**src/rtl/tcq_pkg.sv**
```systemverilog
package tcq_pkg;

	typedef enum logic [1:0] {
		OP_RESERVE = 2'd0,
		OP_PUSH    = 2'd1,
		OP_PLAN    = 2'd2,
		OP_RETIRE  = 2'd3
	} op_t;

	localparam logic [1:0] KIND_DROP   = 2'd0;
	localparam logic [1:0] KIND_PLAN   = 2'd1;
	localparam logic [1:0] KIND_STATUS = 2'd2;

	localparam logic [1:0] ST_OK          = 2'd0;
	localparam logic [1:0] ST_NO_SPACE    = 2'd1;
	localparam logic [1:0] ST_BAD_CLASS   = 2'd2;
	localparam logic [1:0] ST_RETIRE_OVER = 2'd3;

	localparam logic [1:0] CLASS_INVALID = 2'd3;

	localparam logic CFG_BATCH_CAPACITY = 1'b0;
	localparam logic CFG_QUEUE_LIMIT    = 1'b1;

	localparam logic [5:0] BATCH_CAPACITY_RESET = 6'd32;
	localparam logic [8:0] QUEUE_LIMIT_RESET    = 9'd160;

	// Commands from the controller to the datapath.
	typedef struct packed {
		logic       latch;
		logic       set_st;
		logic [1:0] st_code;
		logic       push;
		logic       retire;
		logic       rd_first;
		logic       rd_second;
		logic       adv_one;
		logic       adv_two;
		logic       plan_init;
		logic       plan_start;
		logic       plan_rd;
		logic       plan_step;
		logic       plan_next;
		logic       emit_handle;
		logic       plan_sel;
		logic       emit_status;
	} cmd_t;

	// Status from the datapath to the controller.
	typedef struct packed {
		op_t  op;
		logic bad_class;
		logic oversize;
		logic push_full;
		logic retire_over;
		logic drop_needed;
		logic first_grp;
		logic two_held;
		logic second_last;
		logic plan_more;
		logic plan_pending;
		logic out_free;
	} sts_t;

endpackage

```
**src/rtl/tcq_ctrl.sv**
```systemverilog
module tcq_ctrl import tcq_pkg::*; (
	input  logic clk,
	input  logic arst_n,
	input  logic in_valid,
	output logic in_ready,
	input  sts_t sts,
	output cmd_t cmd
);
	typedef enum logic [8:0] {
		S_IDLE    = 9'b000000001,
		S_DECIDE  = 9'b000000010,
		S_RLOOP   = 9'b000000100,
		S_RFIRST  = 9'b000001000,
		S_RSECOND = 9'b000010000,
		S_PCLASS  = 9'b000100000,
		S_PREAD   = 9'b001000000,
		S_PEMIT   = 9'b010000000,
		S_STAT    = 9'b100000000
	} state_t;

	state_t state_q, state_nxt;

	always_ff @(posedge clk or negedge arst_n) begin
		if (!arst_n) begin
			state_q <= S_IDLE;
		end else begin
			state_q <= state_nxt;
		end
	end

	always_comb begin
		cmd       = '0;
		state_nxt = state_q;
		in_ready  = 1'b0;
		case (state_q)
			S_IDLE: begin
				in_ready = 1'b1;
				if (in_valid) begin
					cmd.latch = 1'b1;
					state_nxt = S_DECIDE;
				end
			end
			S_DECIDE: begin
				state_nxt = S_STAT;
				if (sts.bad_class) begin
					cmd.set_st  = 1'b1;
					cmd.st_code = ST_BAD_CLASS;
				end else begin
					case (sts.op)
						OP_RESERVE: begin
							if (sts.oversize) begin
								cmd.set_st  = 1'b1;
								cmd.st_code = ST_NO_SPACE;
							end else begin
								state_nxt = S_RLOOP;
							end
						end
						OP_PUSH: begin
							if (sts.push_full) begin
								cmd.set_st  = 1'b1;
								cmd.st_code = ST_NO_SPACE;
							end else begin
								cmd.push = 1'b1;
							end
						end
						OP_PLAN: begin
							cmd.plan_init = 1'b1;
							state_nxt     = S_PCLASS;
						end
						OP_RETIRE: begin
							if (sts.retire_over) begin
								cmd.set_st  = 1'b1;
								cmd.st_code = ST_RETIRE_OVER;
							end else begin
								cmd.retire = 1'b1;
							end
						end
						default: ;
					endcase
				end
			end
			S_RLOOP: begin
				if (sts.drop_needed) begin
					cmd.rd_first = 1'b1;
					state_nxt    = S_RFIRST;
				end else begin
					state_nxt = S_STAT;
				end
			end
			S_RFIRST: begin
				if (sts.out_free) begin
					cmd.emit_handle = 1'b1;
					if (sts.first_grp && sts.two_held) begin
						cmd.rd_second = 1'b1;
						state_nxt     = S_RSECOND;
					end else begin
						cmd.adv_one = 1'b1;
						state_nxt   = S_RLOOP;
					end
				end
			end
			S_RSECOND: begin
				if (!sts.second_last) begin
					cmd.adv_one = 1'b1;
					state_nxt   = S_RLOOP;
				end else if (sts.out_free) begin
					cmd.emit_handle = 1'b1;
					cmd.adv_two     = 1'b1;
					state_nxt       = S_RLOOP;
				end
			end
			S_PCLASS: begin
				if (sts.plan_more) begin
					cmd.plan_start = 1'b1;
					state_nxt      = S_PREAD;
				end else begin
					state_nxt = S_STAT;
				end
			end
			S_PREAD: begin
				if (sts.plan_pending) begin
					cmd.plan_rd = 1'b1;
					state_nxt   = S_PEMIT;
				end else begin
					cmd.plan_next = 1'b1;
					state_nxt     = S_PCLASS;
				end
			end
			S_PEMIT: begin
				if (sts.out_free) begin
					cmd.emit_handle = 1'b1;
					cmd.plan_sel    = 1'b1;
					cmd.plan_step   = 1'b1;
					state_nxt       = S_PREAD;
				end
			end
			S_STAT: begin
				if (sts.out_free) begin
					cmd.emit_status = 1'b1;
					state_nxt       = S_IDLE;
				end
			end
			default: state_nxt = S_IDLE;
		endcase
	end
endmodule

```
**config.mk**
```make
export PLATFORM = sky130hd
export DESIGN_NAME = tcq_ctrl
export DESIGN_NICKNAME = d
export VERILOG_FILES = /design/src/rtl/tcq_pkg.sv /design/src/rtl/tcq_ctrl.sv
export SDC_FILE = /design/constraint.sdc
export NUM_CORES = 1
export LEC_CHECK = 0
export ABC_AREA = 1
export BUFFER_PORTS_ARGS = -buffer_cell sky130_fd_sc_hd__buf_2
export CAP_MARGIN = 0
export CORE_ASPECT_RATIO = 1.25
export CORE_MARGIN = 2
export CORE_UTILIZATION = 42
export DETAILED_ROUTE_END_ITERATION = 8
export PLACE_DENSITY_LB_ADDON = 0.05
export SETUP_SLACK_MARGIN = 0.02
export SYNTH_ARGS = -nofsm -noshare
export SYNTH_HDL_FRONTEND = slang
export SYNTH_SLANG_ARGS = --single-unit
```
**constraint.sdc**
```tcl
create_clock -name clk -period 1.33 [get_ports clk]
set_input_delay 0.0665 -clock clk [delete_from_list [all_inputs] [get_ports clk]]
set_output_delay 0.0665 -clock clk [all_outputs]
set_load 0.05 [all_outputs]
```
==> summary.md, run 1 <==
| Metric | Value |
|---|---|
| Final HPWL DP | `2060 um` |
| Run Error | `[ERROR DPL-0038] Utilization greater than 100%, impossible to legalize` |
| Placer congestion estimate | `0.851` |
| Cell Rows | `17` |
| Die width | `43.3 um` |
| Syn Std Cell Area | `810 um^2` |
| TritonCTS Buffers | `3` |
| Initial core utilization | `0.453` |
| Yosys top cell by area | `dfrtp_1` |
| Seq/Total Area, Yosys | `0.280` |
| Synth warn | `0` |
| DIE HEIGHT | `53.1 um` |
| Ranking of synthesized cells by area | `dfrtp_1 25%, nand2_1 13%, nor2_1 13%` |
| CTS Sinks | `9` |
| CTS max path bufs | `2` |
| Clock root buffer | `clkbuf_4` |
| Worst EP post-GRT repair | `cmd[14]` |
| Post-synthesis cell count | `132` |
| Last stage reached | `5_1_grt` |
| CTS HTree Levels | `1` |
| Worst slack, placed | `-0.236 ns` |
| Largest net degree at the start of global routing | `10` |
| PortBufs | `34` |
| Status | `stopped before the end` |
| IO Pins | `35` |
| Top cell type's share of synthesized area | `0.247` |
| Average instance area after synthesis | `6.13 um^2` |
| Worst_ep kind | `top-level output` |
| Synthesized net count | `148` |
| Count of cell types in the netlist | `24` |
| Seq cells post-synth | `9` |
[what timing repair did]
item,4_1_cts
hold endpoints to repair,9
resized for setup,71
hold buffers,1
setup endpoints to repair,28
pin swaps,18
setup buffers,5
[cell usage after synthesis (all sizes together)]
| cell | number |
|---|---|
| inv | 25 |
| o22ai | 2 |
| o21ai | 3 |
| a311oi | 1 |
| nand3 | 12 |
| dfrtp | 8 |
| a41oi | 1 |
| nor3 | 2 |
| or2 | 2 |
| buf | 1 |
| nor4 | 2 |
| nor2 | 32 |
| a21oi | 6 |
| dfstp | 1 |
| nand2 | 34 |
[stage by stage]
step	instances	TNS (ns)	cell area (um^2)	utilization	hold slack, ns
after CTS	215	-7.67	1640	0.919	0.0420
after global placement	205	-2.97	1340	0.747	-0.0746
after floorplan	132	-1.19	995	-	-0.229
after detailed placement	205	-3.68	1340	0.747	-0.0673
[cell families after synthesis]
group / count (synthesis) / synth area share
and+or+nand+nor: 84 / 0.498
buffers and inverters: 26 / 0.125
DFF: 9 / 0.280
AOI/OAI and AO/OA: 13 / 0.0974
==> run 2: changes to the inputs <==
CORE_AREA = 2 2 63 65   (was unset)
CORE_ASPECT_RATIO = unset   (was 1.25)
CORE_MARGIN = unset   (was 2)
CORE_UTILIZATION = unset   (was 42)
DIE_AREA = 0 0 65 67   (was unset)
PLACE_DENSITY_LB_ADDON = 0.15   (was 0.05)
SETUP_SLACK_MARGIN = unset   (was 0.02)
clock period = 1.75 ns   (was 1.33 ns; I/O delays follow)
==> summary.md, run 2 <==
| Metric | Value |
|---|---|
| Iter 0 DRT Violations | `19` |
| Combinational power share | `0.578` |
| N_diodes | `0` |
| Core ar. | `3610 um^2` |
| Clock Latency Late Sink | `0.24 ns` |
| Count of cell types in the netlist | `24` |
| Clock power frac | `0.201` |
| PortBufs | `34` |
| Share of cells above drive strength 1 | `0.415` |
| DR vias | `960` |
| Commonest cells post-synth | `28 x nand2_1, 28 x nor2_1, 24 x inv_1, 9 x nand3_1, 8 x dfrtp_1` |
| Final period utilization | `0.998` |
| Classification of the worst setup path | `flip-flop to output port` |
| Ranking of synthesized cells by area | `dfrtp_1 25%, nand2_1 13%, nor2_1 13%` |
| Fmax | `573 MHz` |
| Via density per instance | `4.29` |
| Initial antenna violation count | `0` |
| Worst setup EP type | `output port` |
| Slew @ Worst Pin | `0.253 ns` |
| Hold crit path type | `input port to flip-flop` |
| Top reg by flops | `state_q` |
| Number of synthesized flops with an enable pin | `0` |
| CTS HTree Levels | `1` |
| Seq cells post-synth | `9` |
| Switching share of power | `0.493` |
| Avg WL per Cell | `11.2 um` |
| Largest fanout on the critical path | `6` |
| Reg2reg path depth | `7` |
| Main synth FF type | `dfrtp_1` |
| Die width | `65 um` |
| Startpoint types | `flip-flop` |
| DIE HEIGHT | `67 um` |
| Final HPWL DP | `2000 um` |
| Static Leak | `0.696 nW` |
| Clock tree from TritonCTS | `done` |
| Synth warn | `0` |
| Final #Nets | `193` |
| DR DRC count | `0` |
| Regs by FF count | `state_q: 9 flops` |
| Syn Std Cell Area | `810 um^2` |
| Routed WL | `2500 um` |
| Seq/Total Area, Yosys | `0.280` |
| Yosys top cell by area | `dfrtp_1` |
| Total power | `1.24 mW` |
| Total internal power | `0.628 mW` |
| Synthesized net count | `148` |
| Most frequent cells in the layout | `27 x nand2_1, 25 x nor2_1, 23 x inv_1, 20 x buf_2, 12 x buf_4` |
| Pwr Density | `968 nW/um^2` |
| First-pass GRT wire length | `4110 um` |
| Max reg flops | `9` |
| Worst Path Required | `1.66 ns` |
| Crit path DAT | `1.66 ns` |
| CTS max path bufs | `2` |
| CTS Sinks | `9` |
| Drt pass-1 iters | `5` |
| Cell Rows | `22` |
| Final hold violation count | `0` |
| RSZ-0062 raised after global routing | `yes` |
| Net Switching | `0.611 mW` |
| Status | `completed` |
| Clock root buffer | `clkbuf_8` |
| Clk_skew | `0.00292 ns` |
| Worst VDD drop | `334 uV` |
| Total global-route track usage | `0.124` |
| IO Pins | `35` |
| FFs w/ async S/R, synth | `1.00` |
| Commonest non-fill, non-tap cell in the layout | `nand2_1` |
| GRT overflow | `0` |
| # Max-Cap Violations | `0` |
| Synth-to-Final Area Change | `58.1%` |
| # setup viols final | `0` |
| Rel. slew slack | `0.831` |
| Clk slew on worst S/H paths | `0.05 ns` |
| Vias in the first global route | `943` |
| Final ANT Viol Nets | `0` |
| Min Tclk post-route | `1.75 ns` |
| Flop pwr share | `0.222` |
| Max-slew violation count | `0` |
| Post-synthesis cell count | `132` |
| Initial core utilization | `0.224` |
| Die area | `4360 um^2` |
| Placer congestion estimate | `0.789` |
| Hold_ws | `0.0715 ns` |
| Largest net degree at the start of global routing | `10` |
| Cells on Worst Hold Path | `2` |
| TritonCTS Buffers | `3` |
| Top cell type's share of synthesized area | `0.247` |
| Average instance area after synthesis | `6.13 um^2` |
==> run 2: cell counts after synthesis <==
No cell type changed its count.
==> run 2: path summary, 6_finish.rpt <==
kind / start / end / slack, ns
max in group asynchronous: arst_n / state_q[0] / 1.26
hold / removal: sts[1] / state_q[5] / 0.07
setup reg to reg: state_q[2] / state_q[2] / 0.32
min in group asynchronous: arst_n / state_q[2] / 0.24
hold reg to reg: state_q[3] / state_q[3] / 0.55
setup / recovery: state_q[2] / cmd[14] / 0.003
==> run 2: what timing repair did <==
| action | CTS | global route |
|---|---|---|
| gates resized for setup | 13 | 27 |
| hold buffers | 1 | 0 |
| endpoints found under the hold margin | 9 | 0 |
| buffers inserted | 0 | 5 |
| endpoints found under the setup margin | 9 | 14 |
| pin swaps | 1 | 4 |
| cloned | 0 | 0 |
==> run 2: power groups by stage <==
stage | combinational [mW] | clock (mW) | sequential, mW
4_1_cts | 0.665 | 0.250 | 0.275
3_5_place_dp | 0.647 | 0 | 0.278
6_report | 0.715 | 0.249 | 0.275
5_1_grt | 0.796 | 0.268 | 0.282
2_1_floorplan | 0.487 | 0 | 0.278
3_3_place_gp | 0.648 | 0 | 0.278
==> run 2: routing by layer <==
layer  GRT usage  vias up  wire (um)
met2       0.232       24       1330
li1            -      497          -
met5           0        -          0
met1       0.139      435       1040
met4      0.0559        0         16
met3      0.0169        4        117
==> run 2: logic make-up after synthesis <==
logic type             Yosys count  synth area share
and+or+nand+nor                 84             0.498
buffers and inverters           26             0.125
AOI/OAI and AO/OA               13            0.0974
DFF                              9             0.280
==> run 2: layout make-up <==
cell class                 count  area, um^2
timing repair buffer          41         287
sequential                     9         228
multi-input combinational     97         564
fill                         400        2330
tap                           48        60.1
clock buffer                   4        45.0
inverter                      25        96.3
==> run 2: through the flow <==
step                      worst slack [ns]  setup TNS, ns  instance area (um^2)  cells  utilization
after floorplan                     -0.161         -0.161                   852    132            -
after global placement               0.165              0                  1080    214        0.300
after detailed placement             0.109              0                  1080    214        0.300
after CTS                         -0.00499       -0.00564                  1180    219        0.327
after global routing               -0.0941         -0.375                  1280    224        0.355
final                              0.00350              0                  1280    224        0.355
==> run 2: critical path: stages (launching register included) <==
cell and delay (ns):
dfrtp_1 0.40, nor2_4 0.17, nand2_2 0.10, nor2_4 0.16
nand2_2 0.13, a311oi_2 0.25, buf_6 0.20
(Power assumes the default switching activity.)
